### config.mk
export PLATFORM = sky130hd
export DESIGN_NAME = stepper_position_pulse_generator_unit
export DESIGN_NICKNAME = d
export VERILOG_FILES = /design/src/hw/rtl/spg_pkg.sv /design/src/hw/rtl/stepper_position_pulse_generator_unit.sv
export SDC_FILE = /design/constraint.sdc
export NUM_CORES = 1
export LEC_CHECK = 0
export BUFFER_PORTS_ARGS = -buffer_cell sky130_fd_sc_hd__buf_2
export CAP_MARGIN = 20
export CORE_MARGIN = 2
export CORE_UTILIZATION = 40
export DETAILED_ROUTE_END_ITERATION = 10
export PLACE_DENSITY = 0.68
export SETUP_SLACK_MARGIN = 0.15
export SLEW_MARGIN = 25
export SYNTH_ARGS = -nofsm -noshare
export SYNTH_HDL_FRONTEND = slang
export SYNTH_SLANG_ARGS = --single-unit
### constraint.sdc
create_clock -name clk_i -period 20 [get_ports clk_i]
set_input_delay 1 -clock clk_i [delete_from_list [all_inputs] [get_ports clk_i]]
set_output_delay 1 -clock clk_i [all_outputs]
set_load 0.03 [all_outputs]
### src/hw/rtl/spg_pkg.sv
// Shared types and constants for the stepper step/direction pulse generator.
// Depends on nothing; imported by stepper_position_pulse_generator_unit.
`default_nettype none

package spg_pkg;

  // steps in one revolution and derived constants
  localparam int StepsPerRev = 200;
  localparam int HalfRev     = StepsPerRev / 2;
  // tenths of a degree per step (revolution is 3600 tenths)
  localparam int AngleScale  = 3600 / StepsPerRev;

  // reciprocal for magnitude / AngleScale, exact for 16-bit magnitudes
  localparam int DegShift = 20;
  localparam int DegMul   = ((1 << DegShift) + AngleScale - 1) / AngleScale;
  localparam int QDegW    = $clog2((1 << 15) / AngleScale + 1);

  // reciprocal for magnitude / StepsPerRev, exact for 16-bit magnitudes
  localparam int RevShift = 24;
  localparam int RevMul   = ((1 << RevShift) + StepsPerRev - 1) / StepsPerRev;
  localparam int QRevW    = $clog2((1 << 15) / StepsPerRev + 1);
  localparam int RemW     = $clog2(StepsPerRev);

  localparam int CfgIdxW  = 2;
  localparam int CfgDataW = 24;

  // signed intermediate wide enough for position sums and differences
  typedef logic signed [9:0] pos_t;

  typedef enum logic [2:0] {
    OpTick      = 3'd0,
    OpMoveRel   = 3'd1,
    OpMoveStep  = 3'd2,
    OpMoveAngle = 3'd3,
    OpZero      = 3'd4,
    OpRelease   = 3'd5
  } op_e;

  typedef enum logic [CfgIdxW-1:0] {
    CfgReverse    = 2'd0,
    CfgActiveLow  = 2'd1,
    CfgHalfPeriod = 2'd2
  } cfg_idx_e;

  localparam logic [CfgDataW-1:0] HalfPeriodReset = 24'd1000;

  // operand capture stage
  typedef struct packed {
    op_e              op;
    logic [15:0]      mag;
    logic             neg;
    logic             pos;
    logic [QDegW-1:0] q_deg;
  } s1_t;

  // modulo quotient stage
  typedef struct packed {
    op_e              op;
    logic [15:0]      mag;
    logic             neg;
    logic [QRevW-1:0] q_rev;
    logic [15:0]      rel_abs;
    logic             rel_dir;
  } s2_t;

  // reduced operand stage
  typedef struct packed {
    op_e         op;
    pos_t        wrapped;
    logic [15:0] rel_abs;
    logic        rel_dir;
  } s3_t;

  // fold a value within one revolution of the range into (-N/2, N/2]
  function automatic pos_t wrap_pos(pos_t x);
    pos_t r;
    r = x;
    if (x > pos_t'(HalfRev)) begin
      r = x - pos_t'(StepsPerRev);
    end else if (x <= -pos_t'(HalfRev)) begin
      r = x + pos_t'(StepsPerRev);
    end
    return r;
  endfunction

endpackage

`default_nettype wire

### src/hw/rtl/stepper_position_pulse_generator_unit.sv
// Stepper motor step/direction pulse generator, top level.
// Depends on spg_pkg for op codes, register indexes, stage types and constants.
`default_nettype none

// Takes one request per clock while the output does not stall (tick, relative
// move, move to step, move to angle, zero position, release) and returns one
// result per request. Three stages reduce the request operand without looking
// at the motor state: a reciprocal multiply for the angle-to-step conversion, a
// reciprocal multiply for the quotient by steps per revolution, then the
// remainder folded into (-N/2, N/2]. The last stage updates position, pulse
// count and tick counter and loads the result register, so back-to-back
// requests that depend on each other's state still run at one per clock while
// the output does not stall. A move, zero or release while pulses are pending
// is rejected. Configuration writes are expected only while the pipe is empty.
module stepper_position_pulse_generator_unit
  import spg_pkg::*;
(
  input  wire logic                clk_i,
  input  wire logic                rst_ni,

  input  wire logic                cfg_we_i,
  input  wire logic [CfgIdxW-1:0]  cfg_index_i,
  input  wire logic [CfgDataW-1:0] cfg_data_i,

  input  wire logic                in_valid_i,
  output logic                     in_stall_o,
  input  wire logic [2:0]          operation_i,
  input  wire logic signed [15:0]  value_i,

  output logic                     out_valid_o,
  input  wire logic                out_stall_i,
  output logic                     step_level_o,
  output logic                     dir_level_o,
  output logic                     enable_level_o,
  output logic signed [7:0]        position_o,
  output logic signed [11:0]       angle_o,
  output logic                     busy_res_o,
  output logic                     rejected_o
);

  // configuration
  logic                rev_q;
  logic                active_low_q;
  logic [CfgDataW-1:0] half_q;

  always_ff @(posedge clk_i or negedge rst_ni) begin
    if (!rst_ni) begin
      rev_q        <= 1'b0;
      active_low_q <= 1'b0;
      half_q       <= HalfPeriodReset;
    end else if (cfg_we_i) begin
      case (cfg_idx_e'(cfg_index_i))
        CfgReverse:    rev_q        <= cfg_data_i[0];
        CfgActiveLow:  active_low_q <= cfg_data_i[0];
        CfgHalfPeriod: half_q       <= cfg_data_i;
        default: ;
      endcase
    end
  end

  // pipeline flow control
  logic v1_q, v2_q, v3_q, out_v_q;
  logic rdy1, rdy2, rdy3, out_free, go_out;

  assign out_free   = !out_v_q || !out_stall_i;
  assign go_out     = v3_q && out_free;
  assign rdy3       = !v3_q || go_out;
  assign rdy2       = !v2_q || rdy3;
  assign rdy1       = !v1_q || rdy2;
  assign in_stall_o = !rdy1;

  always_ff @(posedge clk_i or negedge rst_ni) begin
    if (!rst_ni) begin
      v1_q    <= 1'b0;
      v2_q    <= 1'b0;
      v3_q    <= 1'b0;
      out_v_q <= 1'b0;
    end else begin
      if (rdy1) begin
        v1_q <= in_valid_i;
      end
      if (rdy2) begin
        v2_q <= v1_q;
      end
      if (rdy3) begin
        v3_q <= v2_q;
      end
      if (out_free) begin
        out_v_q <= v3_q;
      end
    end
  end

  // stage 1: magnitude, sign and angle-to-step quotient
  s1_t         s1_d, s1_q;
  logic [15:0] abs_v;
  logic [31:0] deg_prod;

  always_comb begin
    abs_v       = value_i[15] ? 16'(-value_i) : 16'(value_i);
    deg_prod    = 32'(abs_v) * 32'(DegMul);
    s1_d.op     = op_e'(operation_i);
    s1_d.mag    = abs_v;
    s1_d.neg    = value_i[15];
    s1_d.pos    = !value_i[15] && (value_i != 16'sd0);
    s1_d.q_deg  = QDegW'(deg_prod >> DegShift);
  end

  always_ff @(posedge clk_i) begin
    if (rdy1) begin
      s1_q <= s1_d;
    end
  end

  // stage 2: pick the operand to fold and take its quotient by the revolution
  s2_t         s2_d, s2_q;
  logic [15:0] fold_mag;
  logic        fold_neg;
  logic [32:0] rev_prod;

  always_comb begin
    fold_mag = s1_q.mag;
    fold_neg = s1_q.neg;
    case (s1_q.op)
      // relative move folds the count after polarity
      OpMoveRel: fold_neg = rev_q ? s1_q.pos : s1_q.neg;
      OpMoveAngle: fold_mag = 16'(s1_q.q_deg);
      default: ;
    endcase
    rev_prod     = 33'(fold_mag) * 33'(RevMul);
    s2_d.op      = s1_q.op;
    s2_d.mag     = fold_mag;
    s2_d.neg     = fold_neg;
    s2_d.q_rev   = QRevW'(rev_prod >> RevShift);
    s2_d.rel_abs = s1_q.mag;
    s2_d.rel_dir = rev_q ? s1_q.neg : s1_q.pos;
  end

  always_ff @(posedge clk_i) begin
    if (rdy2) begin
      s2_q <= s2_d;
    end
  end

  // stage 3: remainder, then signed fold into (-N/2, N/2]
  s3_t             s3_d, s3_q;
  logic [15:0]     q_times_n;
  logic [RemW-1:0] rem;
  logic [RemW-1:0] rem_pos;

  always_comb begin
    q_times_n = 16'(16'(s2_q.q_rev) * 16'(StepsPerRev));
    rem       = RemW'(s2_q.mag - q_times_n);
    rem_pos   = (s2_q.neg && (rem != '0)) ? RemW'(RemW'(StepsPerRev) - rem) : rem;
    s3_d.op      = s2_q.op;
    s3_d.wrapped = (pos_t'(rem_pos) > pos_t'(HalfRev))
                   ? pos_t'(rem_pos) - pos_t'(StepsPerRev) : pos_t'(rem_pos);
    s3_d.rel_abs = s2_q.rel_abs;
    s3_d.rel_dir = s2_q.rel_dir;
  end

  always_ff @(posedge clk_i) begin
    if (rdy3) begin
      s3_q <= s3_d;
    end
  end

  // stage 4: motor state update
  logic signed [7:0]   pos_q, pos_d;
  logic [15:0]         pulses_q, pulses_d;
  logic                phase_q, phase_d;
  logic [CfgDataW-1:0] tick_q, tick_d;
  logic                dir_q, dir_d;
  logic                en_q, en_d;
  logic                rej_d;

  logic                busy;
  pos_t                p_cur, d_step, sd, mv_off, mv_pos;
  logic                mv_dir;
  logic [15:0]         mv_abs;
  logic [CfgDataW-1:0] tick_inc;
  logic [15:0]         pulses_dec;

  always_comb begin
    busy   = pulses_q != '0;
    p_cur  = pos_t'(pos_q);
    d_step = wrap_pos(s3_q.wrapped - p_cur);
    sd     = rev_q ? -d_step : d_step;
    if (s3_q.op == OpMoveRel) begin
      mv_off = s3_q.wrapped;
      mv_dir = s3_q.rel_dir;
      mv_abs = s3_q.rel_abs;
    end else begin
      mv_off = sd;
      mv_dir = sd > pos_t'(0);
      mv_abs = 16'((sd < pos_t'(0)) ? -sd : sd);
    end
    mv_pos     = wrap_pos(p_cur + mv_off);
    tick_inc   = tick_q + CfgDataW'(1);
    pulses_dec = pulses_q - 16'd1;

    pos_d    = pos_q;
    pulses_d = pulses_q;
    phase_d  = phase_q;
    tick_d   = tick_q;
    dir_d    = dir_q;
    en_d     = en_q;
    rej_d    = 1'b0;

    case (s3_q.op)
      OpTick: begin
        if (busy) begin
          if (tick_inc >= half_q) begin
            tick_d = '0;
            if (phase_q) begin
              phase_d = 1'b0;
            end else begin
              pulses_d = pulses_dec;
              phase_d  = pulses_dec != '0;
            end
          end else begin
            tick_d = tick_inc;
          end
        end
      end
      OpMoveRel, OpMoveStep, OpMoveAngle: begin
        if (busy) begin
          rej_d = 1'b1;
        end else begin
          pos_d    = 8'(mv_pos);
          dir_d    = mv_dir;
          en_d     = 1'b1;
          pulses_d = mv_abs;
          tick_d   = '0;
          phase_d  = mv_abs != '0;
        end
      end
      OpZero: begin
        if (busy) begin
          rej_d = 1'b1;
        end else begin
          pos_d = '0;
        end
      end
      OpRelease: begin
        if (busy) begin
          rej_d = 1'b1;
        end else begin
          en_d = 1'b0;
        end
      end
      default: ;
    endcase
  end

  always_ff @(posedge clk_i or negedge rst_ni) begin
    if (!rst_ni) begin
      pos_q    <= '0;
      pulses_q <= '0;
      phase_q  <= 1'b0;
      tick_q   <= '0;
      dir_q    <= 1'b0;
      en_q     <= 1'b0;
    end else if (go_out) begin
      pos_q    <= pos_d;
      pulses_q <= pulses_d;
      phase_q  <= phase_d;
      tick_q   <= tick_d;
      dir_q    <= dir_d;
      en_q     <= en_d;
    end
  end

  // result register
  logic               step_q, dir_out_q, en_out_q, busy_out_q, rej_q;
  logic signed [7:0]  pos_out_q;
  logic signed [11:0] angle_q, angle_d;

  // angle is exact because the revolution divides 3600
  assign angle_d = 12'(pos_d) * 12'(AngleScale);

  always_ff @(posedge clk_i) begin
    if (go_out) begin
      step_q     <= phase_d;
      dir_out_q  <= dir_d;
      en_out_q   <= en_d ^ active_low_q;
      pos_out_q  <= pos_d;
      angle_q    <= angle_d;
      busy_out_q <= pulses_d != '0;
      rej_q      <= rej_d;
    end
  end

  assign out_valid_o    = out_v_q;
  assign step_level_o   = step_q;
  assign dir_level_o    = dir_out_q;
  assign enable_level_o = en_out_q;
  assign position_o     = pos_out_q;
  assign angle_o        = angle_q;
  assign busy_res_o     = busy_out_q;
  assign rejected_o     = rej_q;

`ifndef SYNTHESIS
  // a rejected request leaves pulses pending
  a_rej_busy: assert property (@(posedge clk_i) disable iff (!rst_ni)
    out_valid_o && rejected_o |-> busy_res_o)
    else $error("rejected result without pending pulses");

  // step pin only high while pulses remain
  a_phase_busy: assert property (@(posedge clk_i) disable iff (!rst_ni)
    phase_q |-> (pulses_q != '0))
    else $error("step phase high with no pulses left");

  // tick counter is parked at zero when idle
  a_tick_idle: assert property (@(posedge clk_i) disable iff (!rst_ni)
    (pulses_q == '0) |-> (tick_q == '0))
    else $error("tick counter nonzero while idle");

  // tracked position stays in (-N/2, N/2]
  a_pos_range: assert property (@(posedge clk_i) disable iff (!rst_ni)
    (pos_t'(pos_q) <= pos_t'(HalfRev)) && (pos_t'(pos_q) > -pos_t'(HalfRev)))
    else $error("position out of half revolution range");
`endif

endmodule

`default_nettype wire
==> metrics.txt <==
CP max FO=8; Netlist Area Pre-Place=20200 um2; IO Count=77; sequential share of the synthesized area=27.3%; clk_skew=between 10 and 15 ps; post-synth cell types=99; CTS Sinks=197; syn_area_per_cell=10.3 um2; # Post-CTS Setup Buffers=0; Die X=229 um; crit path time final=8990 ps; RSZ-0062 raised after global routing=no; layout cell share with drive strength beyond 1=10.5%; Crit path largest cell delay=510 ps; PortBufs=75; Critical Path RT=20210 ps; Post-synth EDFFs=116; commonest non-fill, non-tap cell in the layout=inv_1; Reg clk slew, reported paths=80 ps; total grt overflow=0; DRT iter0 DRCs=1091; CTS tree=built; Die Height=229 um; Pins Over Slew Limit=0; largest net degree at the start of global routing=82; crit start category=register; Layout Utilization=about 44%; Inst Count DP=2680; initial core utilization=40.4%; total track usage=approximately 18%; Setup TNS Final=0 ps; outcome=finished clean; crit path kind=register to register; Clock Path Buffers=2; Fmax=0.111 GHz; hold crit path type=register to register; register area=around 5500 um2; # Max-Cap Violations=0; area of the core=50100 um2; reg2reg end=angle_o[11]$_DFFE_PP_; initial antenna violation count=0; Register-to-Register Path Depth=35; Max transition margin=approximately 33%; FF+latch count, synth=197; vias per inst=~5.3; first-pass GRT wire length=76.1 mm; drt pass-1 iters=5; Crit path top cell by count=o21ai_0; Ys Warns=0; clock buffer count from CTS=17; Final setup viols=0; R2R setup slack=11010 ps; Fin Hold WS=just over 400 ps; Async SR Flop Fraction=roughly two fifths; Crit. End Element=register; synthesis-to-finish area growth=8.13%; most frequent cells in the layout=inv_1, ha_1, fa_1; clock root cell=clkbuf_16; Top FF cell, synth=edfxtp_1; Hold Path End=s3_q[0]$_DFFE_PP_; Placer Congestion=0.920; HPWL Detailed=37.3 mm; syn_nets=about 2500; Worst path slowest cell=a311oi_1; hold path depth=0; crit share post-route=44.9%; Detail Route Antenna Nets=0; vias=14300; hold_sp=s2_q[0]$_DFFE_PP_; Skew-Pair Late Insertion Delay=460 ps; post-route insts no fill=around 2700; DIE AREA=52400 um2; Antenna diodes=0; hold buffers post-CTS=0; crit path DAT=9200 ps; final WL=~45 mm; # rows=82; Hold Vio Cnt, Final=0; nets@finish=2546; DRC errors left=0; vias in the first global route=14900; Reg-to-Reg Start=pos_q[0]$_DFFE_PN0P_; Synth Instances=between 1500 and 2000; WL/cell=between 15 and 20 um; area of the multi-input gates=13300 um2; H-tree levels=4; Worst-Margin Slew=991 ps; post-cts resize count=0; fillers=around 4700
-- cell usage after synthesis (6+ instances only) --
cell type    n  area, um2
edfxtp_1   116       3480
a31oi_1     19        119
nor3b_1      6       45.0
xnor2_1     79        692
or3_1       10       62.6
nor4_1      11       68.8
nand4_1     12       75.1
mux2_2      36        405
mux2i_1     14        140
clkbuf_1    30        113
o21bai_1    11       82.6
inv_1      307       1150
dfstp_2      6        158
a21oi_1     63        315
nor2b_1     12       75.1
o21a_1      10       75.1
o21ai_0     68        340
a211oi_1    12       90.1
or4_1       11       82.6
nand3b_1     9       67.6
nand3_1     38        190
nor3_1      29        145
o31ai_1     17        128
clkbuf_8     6       82.6
and3_1      10       62.6
xor2_1      37        324
a21o_1      32        240
a311oi_1     6       52.6
fa_1       170       3400
nor2_1      84        315
buf_4        6       45.0
dfrtp_1     75       1880
nand2_1    163        612
o22ai_1      6       37.5
ha_1       299       3740
nand2b_1    32        200
-- sequential cells by signal, indices dropped and copies added (netlist names), 8 cells and up --
name and cells:
pulses_q 16, tick_q 24, s1_q 32, s3_q 29, position_o 8, pos_q 8
s2_q 34, angle_o 8, half_q 24
-- critical path, delay by kind of cell (launching register included) --
| family | cells | cell delay [ps] |
|---|---|---|
| flops | 1 | 440 |
| simple gates | 5 | 1120 |
| buf+inv | 2 | 240 |
| fa+ha+maj | 6 | 1920 |
| xor+xnor | 3 | 730 |
| compound gates | 19 | 4250 |
-- cells by family after synthesis --
| logic type | synth area share, % |
|---|---|
| flops | 27.3 |
| fa+ha+maj | 35.3 |
| buf+inv | 7.03 |
| other cells | 0.0185 |
| compound gates | 10.9 |
| mux | 2.69 |
| simple gates | 11.2 |
| xor+xnor | 5.56 |
-- area by class of cell --
| class | count | share of cell area, % |
|---|---|---|
| clock inverters | 13 | 0.743 |
| repair buffers | 85 | 2.10 |
| multi-input cells | 1418 | 60.8 |
| inverters | 308 | 5.28 |
| well taps | 672 | 3.84 |
| clock buffers | 19 | 2.02 |
| flip-flops and latches | 197 | 25.2 |
-- metal layers --
metal,wire length [um],up-vias,GRT usage [%]
li1,-,6851,-
met1,20200,6956,23.9
met4,1120,0,5.78
met2,22100,369,30.2
met3,1980,76,2.60
met5,0,-,0
-- metrics by stage --
stage / worst slack (ps) / instance area, um2
after floorplan: 11710 / 20200
after global placement: 11100 / 21300
after detailed placement: 10920 / 21300
after CTS: 11140 / 21900
after global routing: 10280 / 21900
final: 11010 / 21900
-- worst max-delay path by stage --
| stage | from | endpoint | slack, ps | depth (start not counted) |
|---|---|---|---|---|
| 2_1_floorplan | value_i[2] | s1_q[10]$_DFFE_PN_ | 11710 | 29 |
| 3_3_place_gp | value_i[2] | s1_q[10]$_DFFE_PN_ | 11100 | 30 |
| 3_5_place_dp | value_i[2] | s1_q[10]$_DFFE_PN_ | 10920 | 30 |
| 4_1_cts | pos_q[0]$_DFFE_PN0P_ | angle_o[11]$_DFFE_PP_ | 11140 | 35 |
| 5_1_grt | s3_q[17]$_DFFE_PP_ | angle_o[11]$_DFFE_PP_ | 10280 | 36 |
| 6_report | pos_q[0]$_DFFE_PN0P_ | angle_o[11]$_DFFE_PP_ | 11010 | 35 |
Power is left out: the tool's default activity adds up to more than one toggle a clock period on the data nets, which glitch-free logic cannot reach.
